### src/design/flow_average_and_scale_assert.svh
// assertion helpers for the flow averaging block
`ifndef FLOW_AVERAGE_AND_SCALE_ASSERT_SVH
`define FLOW_AVERAGE_AND_SCALE_ASSERT_SVH

// condition implies consequence in the same cycle
`define FAS_ASSERT_NOW(lbl, ante, cons) \
	lbl: assert property (@(posedge clk) disable iff (!arst_n) (ante) |-> (cons)) \
		else $error("flow_average_and_scale check failed");

// condition implies consequence in the next cycle
`define FAS_ASSERT_NEXT(lbl, ante, cons) \
	lbl: assert property (@(posedge clk) disable iff (!arst_n) (ante) |=> (cons)) \
		else $error("flow_average_and_scale check failed");

`endif

### src/design/fas_ram.sv
`timescale 1ns / 1ps
// single write port, single registered read port
module fas_ram #(
	parameter int WIDTH = 32,
	parameter int DEPTH = 5,
	parameter int AW    = (DEPTH > 1) ? $clog2(DEPTH) : 1
) (
	input  logic             clk,
	input  logic             wr_en,
	input  logic [AW-1:0]    wr_addr,
	input  logic [WIDTH-1:0] wr_data,
	input  logic             rd_en,
	input  logic [AW-1:0]    rd_addr,
	output logic [WIDTH-1:0] rd_data
);
	logic [WIDTH-1:0] mem [DEPTH];

	always_ff @(posedge clk) begin
		if (wr_en) begin
			mem[wr_addr] <= wr_data;
		end
		if (rd_en) begin
			rd_data <= mem[rd_addr];
		end
	end
endmodule
### config.mk
export PLATFORM = sky130hd
export DESIGN_NAME = fas_ram
export DESIGN_NICKNAME = d
export VERILOG_FILES = /design/src/design/flow_average_and_scale_assert.svh /design/src/design/fas_ram.sv
export SDC_FILE = /design/constraint.sdc
export NUM_CORES = 1
export LEC_CHECK = 0
export BUFFER_PORTS_ARGS = -buffer_cell sky130_fd_sc_hd__buf_2
export CORE_MARGIN = 2
export CORE_UTILIZATION = 45
export CTS_BUF_LIST = sky130_fd_sc_hd__clkbuf_2 sky130_fd_sc_hd__clkbuf_4 sky130_fd_sc_hd__clkbuf_8
export DETAILED_ROUTE_END_ITERATION = 10
export MAX_ROUTING_LAYER = met4
export PLACE_DENSITY_LB_ADDON = 0.3
export SYNTH_ARGS = -nofsm -noshare
export SYNTH_HDL_FRONTEND = slang
export SYNTH_SLANG_ARGS = --single-unit
### constraint.sdc
create_clock -name clk -period 3.5 [get_ports clk]
set_input_delay 0.175 -clock clk [delete_from_list [all_inputs] [get_ports clk]]
set_output_delay 0.175 -clock clk [all_outputs]
set_load 0.02 [all_outputs]
==> results of run 1 <==
cell type report:
class,count,area share
clock inverter,15,0.0254
inverter,32,0.0141
clock buffer,17,0.0274
tap,216,0.0317
timing repair buffer,108,0.0835
sequential,192,0.675
multi-input combinational,138,0.143
cell usage after synthesis:
| cell | instances | area, um^2 |
|---|---|---|
| nor2_1 | 3 | 11.3 |
| buf_6 | 5 | 56.3 |
| inv_1 | 32 | 120 |
| clkbuf_1 | 2 | 7.51 |
| nand2b_1 | 2 | 12.5 |
| nor2b_1 | 32 | 200 |
| nand2_1 | 1 | 3.75 |
| a211oi_1 | 32 | 240 |
| buf_2 | 8 | 40.0 |
| a221oi_1 | 19 | 166 |
| mux2i_1 | 32 | 320 |
| nand2b_4 | 1 | 13.8 |
| nor3b_1 | 1 | 7.51 |
| nor3_1 | 2 | 10.0 |
| buf_12 | 1 | 20.0 |
| buf_4 | 4 | 30.0 |
| buf_1 | 1 | 3.75 |
| edfxtp_1 | 192 | 5770 |
| a221oi_2 | 13 | 195 |
metal layers:
metal,part of all wire,global-route usage,vias to the layer above
met5,0,-,-
li1,-,-,1720
met1,0.45,0.205,1823
met4,0.019,0.0638,0
met3,0.030,0.0391,23
met2,0.50,0.274,76
power groups by stage:
stage                     Sequential, mW  Clock (mW)  Combinational (mW)
after floorplan                     2.73           0               0.131
after detailed placement            2.70           0               0.272
after CTS                           2.65        1.62               0.300
after global routing                2.66        1.72               0.322
final                               2.65        1.59               0.296
after global placement              2.70           0               0.264
worst min-delay path, stage by stage:
cell and delay (ns):
buf_2 0.10, nand2_1 0.13, nor2_4 0.21
cells by family after synthesis:
family | share of synthesized area
compound gates | 0.0833
buf+inv | 0.0384
flops | 0.798
simple gates | 0.0358
mux | 0.0443
flip-flops by register name, summed over array words and instances, names as in the netlist:
name     cells
mem        160
rd_data     32
worst min path at each step:
| stage | startpoint | endpoint | depth (start not counted) |
|---|---|---|---|
| 6_report | wr_addr[0] | mem[3][17] | 3 |
| 3_3_place_gp | wr_data[8] | mem[2][8] | 1 |
| 4_1_cts | wr_addr[0] | mem[3][22] | 3 |
| 2_1_floorplan | wr_data[0] | mem[0][0] | 0 |
| 3_5_place_dp | wr_data[2] | mem[4][2] | 1 |
| 5_1_grt | wr_addr[0] | mem[3][7] | 3 |
stage by stage:
| step | utilization | hold WS (ns) |
|---|---|---|
| after floorplan | - | 0.274 |
| after global placement | 0.493 | 0.396 |
| after detailed placement | 0.493 | 0.403 |
| after CTS | 0.541 | 0.384 |
| after global routing | 0.541 | 0.412 |
| final | 0.541 | 0.392 |
==> flow_summary.toml, run 1 <==
[run_status]
status = "finished clean"

[sta]
fin_crit_ns = 1.43
setup_viol = 0
maxSlewViolCount = 0
min_period_over_period = 0.408
finClkSkew_ns = 0.0109
rsz0062_at_grt = "false"
setup_ws_ns = 2.07
hold_viol_final = 0
slew_headroom = 0.210
fin_tns_setup_ns = 0
worst_pin_slew_ns = 1.18
fmax_mhz = 700

[place]
port_buffers = 72
routabilityCongestion = 0.696
placed_area_um2 = 7770
dp.final_hpwl_um = 6680
dp.cells = 654
dp_slack_ns = 1.56

[critical_path]
slowest_delay_ns = 0.55
r2r_end = "rd_data[23]"
crit_chain = "buf_2, buf_4, nand2b_4, a211oi_1, a221oi_1"
cp_max_fo = 33
r2r_cells = 3
cp-startpoint = "rd_addr[2]"
end_kind = "register"
setup.worst_path.end = "rd_data[13]"
worstSetupPathType = "in -> reg"
cp_slowest_cell = "nand2b_4"
critical_path_depth = 5
r2r-start = "mem[2][23]"
ff2ff_setup_slack_ns = 2.33
critPathLaunchType = "input port"
cp.buffers_inverters = 2
crit_arrival_ns = 1.70
cp_top_family = "buffers and inverters"
cp.required_ns = 3.77

[cts]
clk_pin_slew_ns = 0.09
cts_hold_buf = 32
cts_tree = "done"
ctsResizeCount = 0
clock_path_buffers = 2
htreeDepth = 4
cts.sinks = 192
clk_latency_ns = 0.46
post-cts-setup-buffers = 0
cts_made_buffers = 17
clockRootBuffer = "clkbuf_8"

[detailed_routing]
drtIter0Drc = 270
routedWlPerCell_um = 18.3
drtAntennaViolNets = 0
wl_um = 13100
vias = 3642
via_per_inst = 5.07
dr.pass1.iters = 4
drc = 0

[final_layout]
diodes = 0
final_cells = 718
final_cell_area_um2 = 8540
area_delta_synth_final_pct = 18.2
mostFrequentLayoutCells = "edfxtp_1, buf_2"
layout_commonest_cell = "edfxtp_1"
nNetsFinal = 530
fillers = 1288
final_layout_size_suffix_gt1_frac = 0.253
multi_input_area_um2 = 1220
register_area_um2 = 5770

[die]
start_util = 0.458
die_w_um = 131
rows = 46
io_pins = 73
dieArea_um2 = 17100
fp.dieH_um = 131
fp.coreArea_um2 = 15800

[global_routing]
grt_max_degree = 97
grt_pass1_vias = 3596
antenna_found_initial = 0
overflow = 0
grt_usage = 0.168
grt_pass1_wl_um = 20100

[logic_synthesis]
syn_nets = 424
ys_types = 19
yosys_warnings = 0
syn_avg_cell_area_um2 = 18.9
synthCells = 383
seq_area_frac_synth = 0.798
ys_ff_latch = 192
syn_area_um2 = 7220

[power_and_ir_drop]
combPwrFrac = 0.065
p_total_mw = 4.54
p_sw_frac = 0.210
power_density_nw_per_um2 = 532
ir_drop_v = 0.000382
switching_power_uw = 955
internal_power_mw = 3.58
clockPowerShare = 0.351
p_leak_nw = 2.96
p_seq_frac = 0.583

[run]
drv_cap = 0

[min_path]
hold_path.class = "in -> reg"
Note: power is estimated with default switching activity, not from simulation.
==> run 2: changes to the inputs <==
- clock period: 3.5 -> 1.2 ns (I/O delays scaled with it)
==> run 2 against run 1 <==
Non-clock buffer count increased by 28. Via count increased by 2.1%. Count of clock-buffer cells in the layout rose by 1. Cell area increased by 4.7%. Register-to-register slack worse by 2.2 ns. Sequential power rose to 2.9 times the previous value. Clock power rose to 2.5 times the previous value. Worst hold slack worse by 0.32 ns. Die area is the same. Highest routed layer unchanged.
==> flow_summary.toml, run 2 (synthesized netlist as in run 1, its figures left out) <==
[cts]
cts_made_buffers = 17
cts_tree = "done"
cts.sinks = 192
clk_latency_ns = 0.46
clockRootBuffer = "clkbuf_8"
clk_pin_slew_ns = 0.10
htreeDepth = 4
clock_path_buffers = 2

[global_routing]
grt_pass1_vias = 3731
antenna_found_initial = 0
grt_usage = 0.171
grt.met2_usage = 0.278
overflow = 0
grt_pass1_wl_um = 20300
met1_usage = 0.214
use_met3 = 0.0493
grt_max_degree = 33
grt-busiest-layer = "met2"

[critical_path]
end_kind = "output pin"
critPathLaunchType = "register"
cp_slowest_cell = "edfxtp_1"
crit_arrival_ns = 1.07
crit_chain = "buf_2"
cp.required_ns = 1.14
cp.buffers_inverters = 1
slowest_delay_ns = 0.43
cp_top_family = "flip-flops"
worstSetupPathType = "reg -> out"
cp_max_fo = 1

[final_layout]
diodes = 0
nNetsFinal = 558
area_delta_synth_final_pct = 23.7
mostFrequentLayoutCells = "edfxtp_1, buf_2"
layout_commonest_cell = "edfxtp_1"
final_layout_size_suffix_gt1_frac = 0.294
reg.largest.list = "mem x160, rd_data x32"
final_cells = 746
largest_reg_flops = 160
top_register = "mem"

[detailed_routing]
dr.pass1.iters = 4
vias = 3719
drc = 0
via_per_inst = 4.99
drtIter0Drc = 250
wl_um = 13300
routedWlPerCell_um = 17.8
drtAntennaViolNets = 0

[sta]
hold_viol_final = 0
setup_viol = 0
rsz0062_at_grt = "false"
fmax_mhz = 887
worst_pin_slew_ns = 0.386
holdWs_ns = 0.0732
min_period_over_period = 0.939
slew_headroom = 0.743
finClkSkew_ns = 0.0152
maxSlewViolCount = 0
fin_crit_ns = 1.13

[run_status]
status = "finished clean"

[place]
dp.cells = 682
port_buffers = 72
routabilityCongestion = 0.786
dp.final_hpwl_um = 8120

[power_and_ir_drop]
ir_drop_v = 0.00122
p_leak_nw = 3.17
power_density_nw_per_um2 = 1430

[die]
io_pins = 73
dieArea_um2 = 17100
fp.coreArea_um2 = 15800
fp.dieH_um = 131
rows = 46
start_util = 0.458
die_w_um = 131

[min_path]
hold_path.class = "in -> reg"

[run]
drv_cap = 0
-- run 2: cell count changes in the layout (fill, tap and decap cells not counted), moves of 2 or more --
cell and delta:
buf_12 +17, buf_4 +11, bufinv_16 -3, clkinv_4 +2
clkinvlp_4 -3, nor3_2 -2, nor3_4 +2
-- run 2: path summary, 6_finish.rpt --
| kind | start | to | slack [ns] | cells past startpoint |
|---|---|---|---|---|
| hold reg to reg | mem[4][24] | rd_data[24] | 0.64 | 2 |
| setup / recovery | rd_data[6] | rd_data[6] | 0.07 | 1 |
| setup reg to reg | mem[2][12] | rd_data[12] | 0.13 | 3 |
| hold / removal | rd_en | rd_data[23] | 0.07 | 2 |
-- run 2: final cells by class --
class | instances | area [um^2]
clock buffers | 18 | 241
well taps | 216 | 270
multi-input cells | 138 | 1260
inverters | 32 | 120
fillers | 1259 | 6830
repair buffers | 136 | 1140
flip-flops and latches | 192 | 5770
clock inverters | 14 | 141
-- run 2: timing repair --
action / 4_1_cts / 5_1_grt
hold buffers: 32 / 0
hold endpoints to repair: 160 / 0
resized for setup: 0 / 0
setup buffers: 0 / 0
setup endpoints to repair: 0 / 0
-- run 2: routing by layer --
metal	up-vias	part of all wire
li1	1779	-
met1	1840	0.44
met2	92	0.50
met3	8	0.048
met4	0	0.0062
met5	-	0
-- run 2: per-stage QoR --
stage,worst slack (ns),instance area [um^2],util,total power [mW],setup TNS [ns]
2_1_floorplan,-0.327,7290,-,8.36,-31.61
3_3_place_gp,-0.0573,8230,0.522,8.79,-0.434
3_5_place_dp,-0.0520,8230,0.522,8.82,-0.738
4_1_cts,0.0227,8940,0.567,12.9,0
5_1_grt,0.0102,8940,0.567,13.2,0
6_report,0.0727,8940,0.567,12.8,0
-- run 2: where the power goes --
part | switching (mW) | internal [mW]
clock | 2.16 | 1.87
sequential | 0.0605 | 7.66
combinational | 0.573 | 0.439
-- run 2: worst reg2reg max path, delay by kind of cell (launching register included) --
family / cells / cell delay [ns]
simple gates: 1 / 0.14
flops: 1 / 0.36
compound gates: 2 / 0.31
==> run 3: changes to the inputs <==
--- a/config.mk
+++ b/config.mk
@@ -8,5 +8,5 @@
 export BUFFER_PORTS_ARGS = -buffer_cell sky130_fd_sc_hd__buf_2
 export CORE_MARGIN = 2
-export CORE_UTILIZATION = 45
+export CORE_UTILIZATION = 50
 export CTS_BUF_LIST = sky130_fd_sc_hd__clkbuf_2 sky130_fd_sc_hd__clkbuf_4 sky130_fd_sc_hd__clkbuf_8
 export DETAILED_ROUTE_END_ITERATION = 10
==> constraint.sdc (replaced) <==
create_clock -name clk -period 1.2 [get_ports clk]
set_input_delay 0.12 -clock clk [delete_from_list [all_inputs] [get_ports clk]]
set_output_delay 0.12 -clock clk [all_outputs]
set_load 0.02 [all_outputs]
==> run 3 against run 2 <==
Maximum frequency down 4.4%. Count of clock-buffer cells in the layout unchanged. Critical path depth unchanged. Flip-flop and latch count unchanged. Register-to-register slack worse by 0.02 ns. Cell area down 0.92%. Via count up 1.5%. Sequential power about the same. Die area down 9.7%. Final cell count down 5.1%. Global-route usage up 1.6 points. Setup slack worse by 0.052 ns.
==> flow_summary.toml, run 3 (synthesized netlist as in run 1, its figures left out) <==
[place]
dp.cells = 644
port_buffers = 72
routabilityCongestion = 0.731
dp.final_hpwl_um = 8190

[critical_path]
r2r_cells = 3
slowest_delay_ns = 0.43
crit_arrival_ns = 1.06
cp_top_family = "flip-flops"
crit_chain = "buf_6"
r2r-start = "mem[2][23]"
cp.buffers_inverters = 1
ff2ff_setup_slack_ns = 0.11
end_kind = "output pin"
cp_slowest_cell = "edfxtp_1"
r2r_end = "rd_data[23]"
critPathLaunchType = "register"
worstSetupPathType = "reg -> out"
cp_max_fo = 1
cp.required_ns = 1.08
cp-startpoint = "rd_data[30]"

[detailed_routing]
dr.pass1.iters = 5
via_per_inst = 5.33
vias = 3773
routedWlPerCell_um = 19.0
drc = 0
drtAntennaViolNets = 0
wl_um = 13400
drtIter0Drc = 276

[sta]
holdWs_ns = 0.133
fmax_mhz = 848
slew_headroom = 0.783
maxSlewViolCount = 0
min_period_over_period = 0.983
worst_pin_slew_ns = 0.326
finClkSkew_ns = 0.0101
hold_viol_final = 0
fin_crit_ns = 1.18
rsz0062_at_grt = "true"
setup_viol = 0

[die]
fp.coreArea_um2 = 14000
io_pins = 73
dieArea_um2 = 15400
rows = 43
start_util = 0.516
fp.dieH_um = 124
die_w_um = 124

[final_layout]
top_register = "mem"
final_cells = 708
finish.utilization = 0.633
final_layout_size_suffix_gt1_frac = 0.294
mostFrequentLayoutCells = "edfxtp_1, buf_2"
nNetsFinal = 556
layout_commonest_cell = "edfxtp_1"
reg.largest.list = "mem x160, rd_data x32"
area_delta_synth_final_pct = 22.5
largest_reg_flops = 160

[power_and_ir_drop]
ir_drop_v = 0.00128
p_leak_nw = 3.15
power_density_nw_per_um2 = 1440

[global_routing]
grt_pass1_vias = 4035
grt_usage = 0.187
overflow = 0
grt_max_degree = 33
antenna_found_initial = 1
grt_pass1_wl_um = 21200

[cts]
clk_latency_ns = 0.47
clk_pin_slew_ns = 0.09
htreeDepth = 4
cts_made_buffers = 17
clock_path_buffers = 2
cts_tree = "done"
cts.sinks = 192
clockRootBuffer = "clkbuf_8"

[min_path]
hold_path.class = "in -> reg"
min_to = "rd_data[27]"
hold_start = "rd_en"
min_path_cells = 2

[run_status]
status = "finished clean"

[run]
drv_cap = 0
## run 3: report_power, final
| group | total, mW | switching (mW) | internal [mW] | leakage [nW] |
|---|---|---|---|---|
| registers | 7.72 | 0.0647 | 7.66 | 1.76 |
| logic | 1.01 | 0.578 | 0.435 | 1.20 |
| clock network | 4.04 | 2.18 | 1.87 | 0.192 |
| total | 12.8 | 2.82 | 9.96 | 3.15 |
## run 3: worst max path at each step
stage	endpoint	slack, ns	cells past startpoint
2_1_floorplan	mem[4][0]	-0.39	2
3_3_place_gp	mem[4][25]	-0.03	4
3_5_place_dp	rd_data[26]	-0.04	5
4_1_cts	rd_data[4]	-0.004	1
5_1_grt	rd_data[30]	-0.02	1
6_report	rd_data[30]	0.02	1
## run 3: layout make-up
class                      count  area (um^2)
multi-input combinational    138         1270
clock inverter                13          140
tap                          180          225
sequential                   192         5770
clock buffer                  18          241
antenna                        1         2.50
inverter                      32          120
timing repair buffer         134         1090
fill                         978         5130
## run 3: timing repair
action                                  4_1_cts  5_1_grt
pin swaps                                     0        0
setup buffers                                 0        0
endpoints found under the setup margin        2        7
hold endpoints to repair                    160        0
hold buffers                                 32        0
resized for setup                             4       10
## run 3: per-layer routing
layer,share of wire,vias up,global-route usage,wire (um)
met5,0,-,-,0
met4,0.014,0,0.0674,188
met3,0.056,16,0.0499,753
met2,0.51,105,0.303,6800
met1,0.42,1879,0.229,5700
li1,-,1773,-,-
## run 3: stage by stage
step	worst slack, ns	area (um^2)	TNS (ns)	power [mW]
floorplan	-0.387	7300	-38.65	8.36
global placement	-0.0344	8110	-0.765	8.76
detailed placement	-0.0447	8110	-1.27	8.79
CTS	-0.00351	8820	-0.00351	12.8
global route	-0.0189	8850	-0.0593	13.2
finish	0.0210	8850	0	12.8
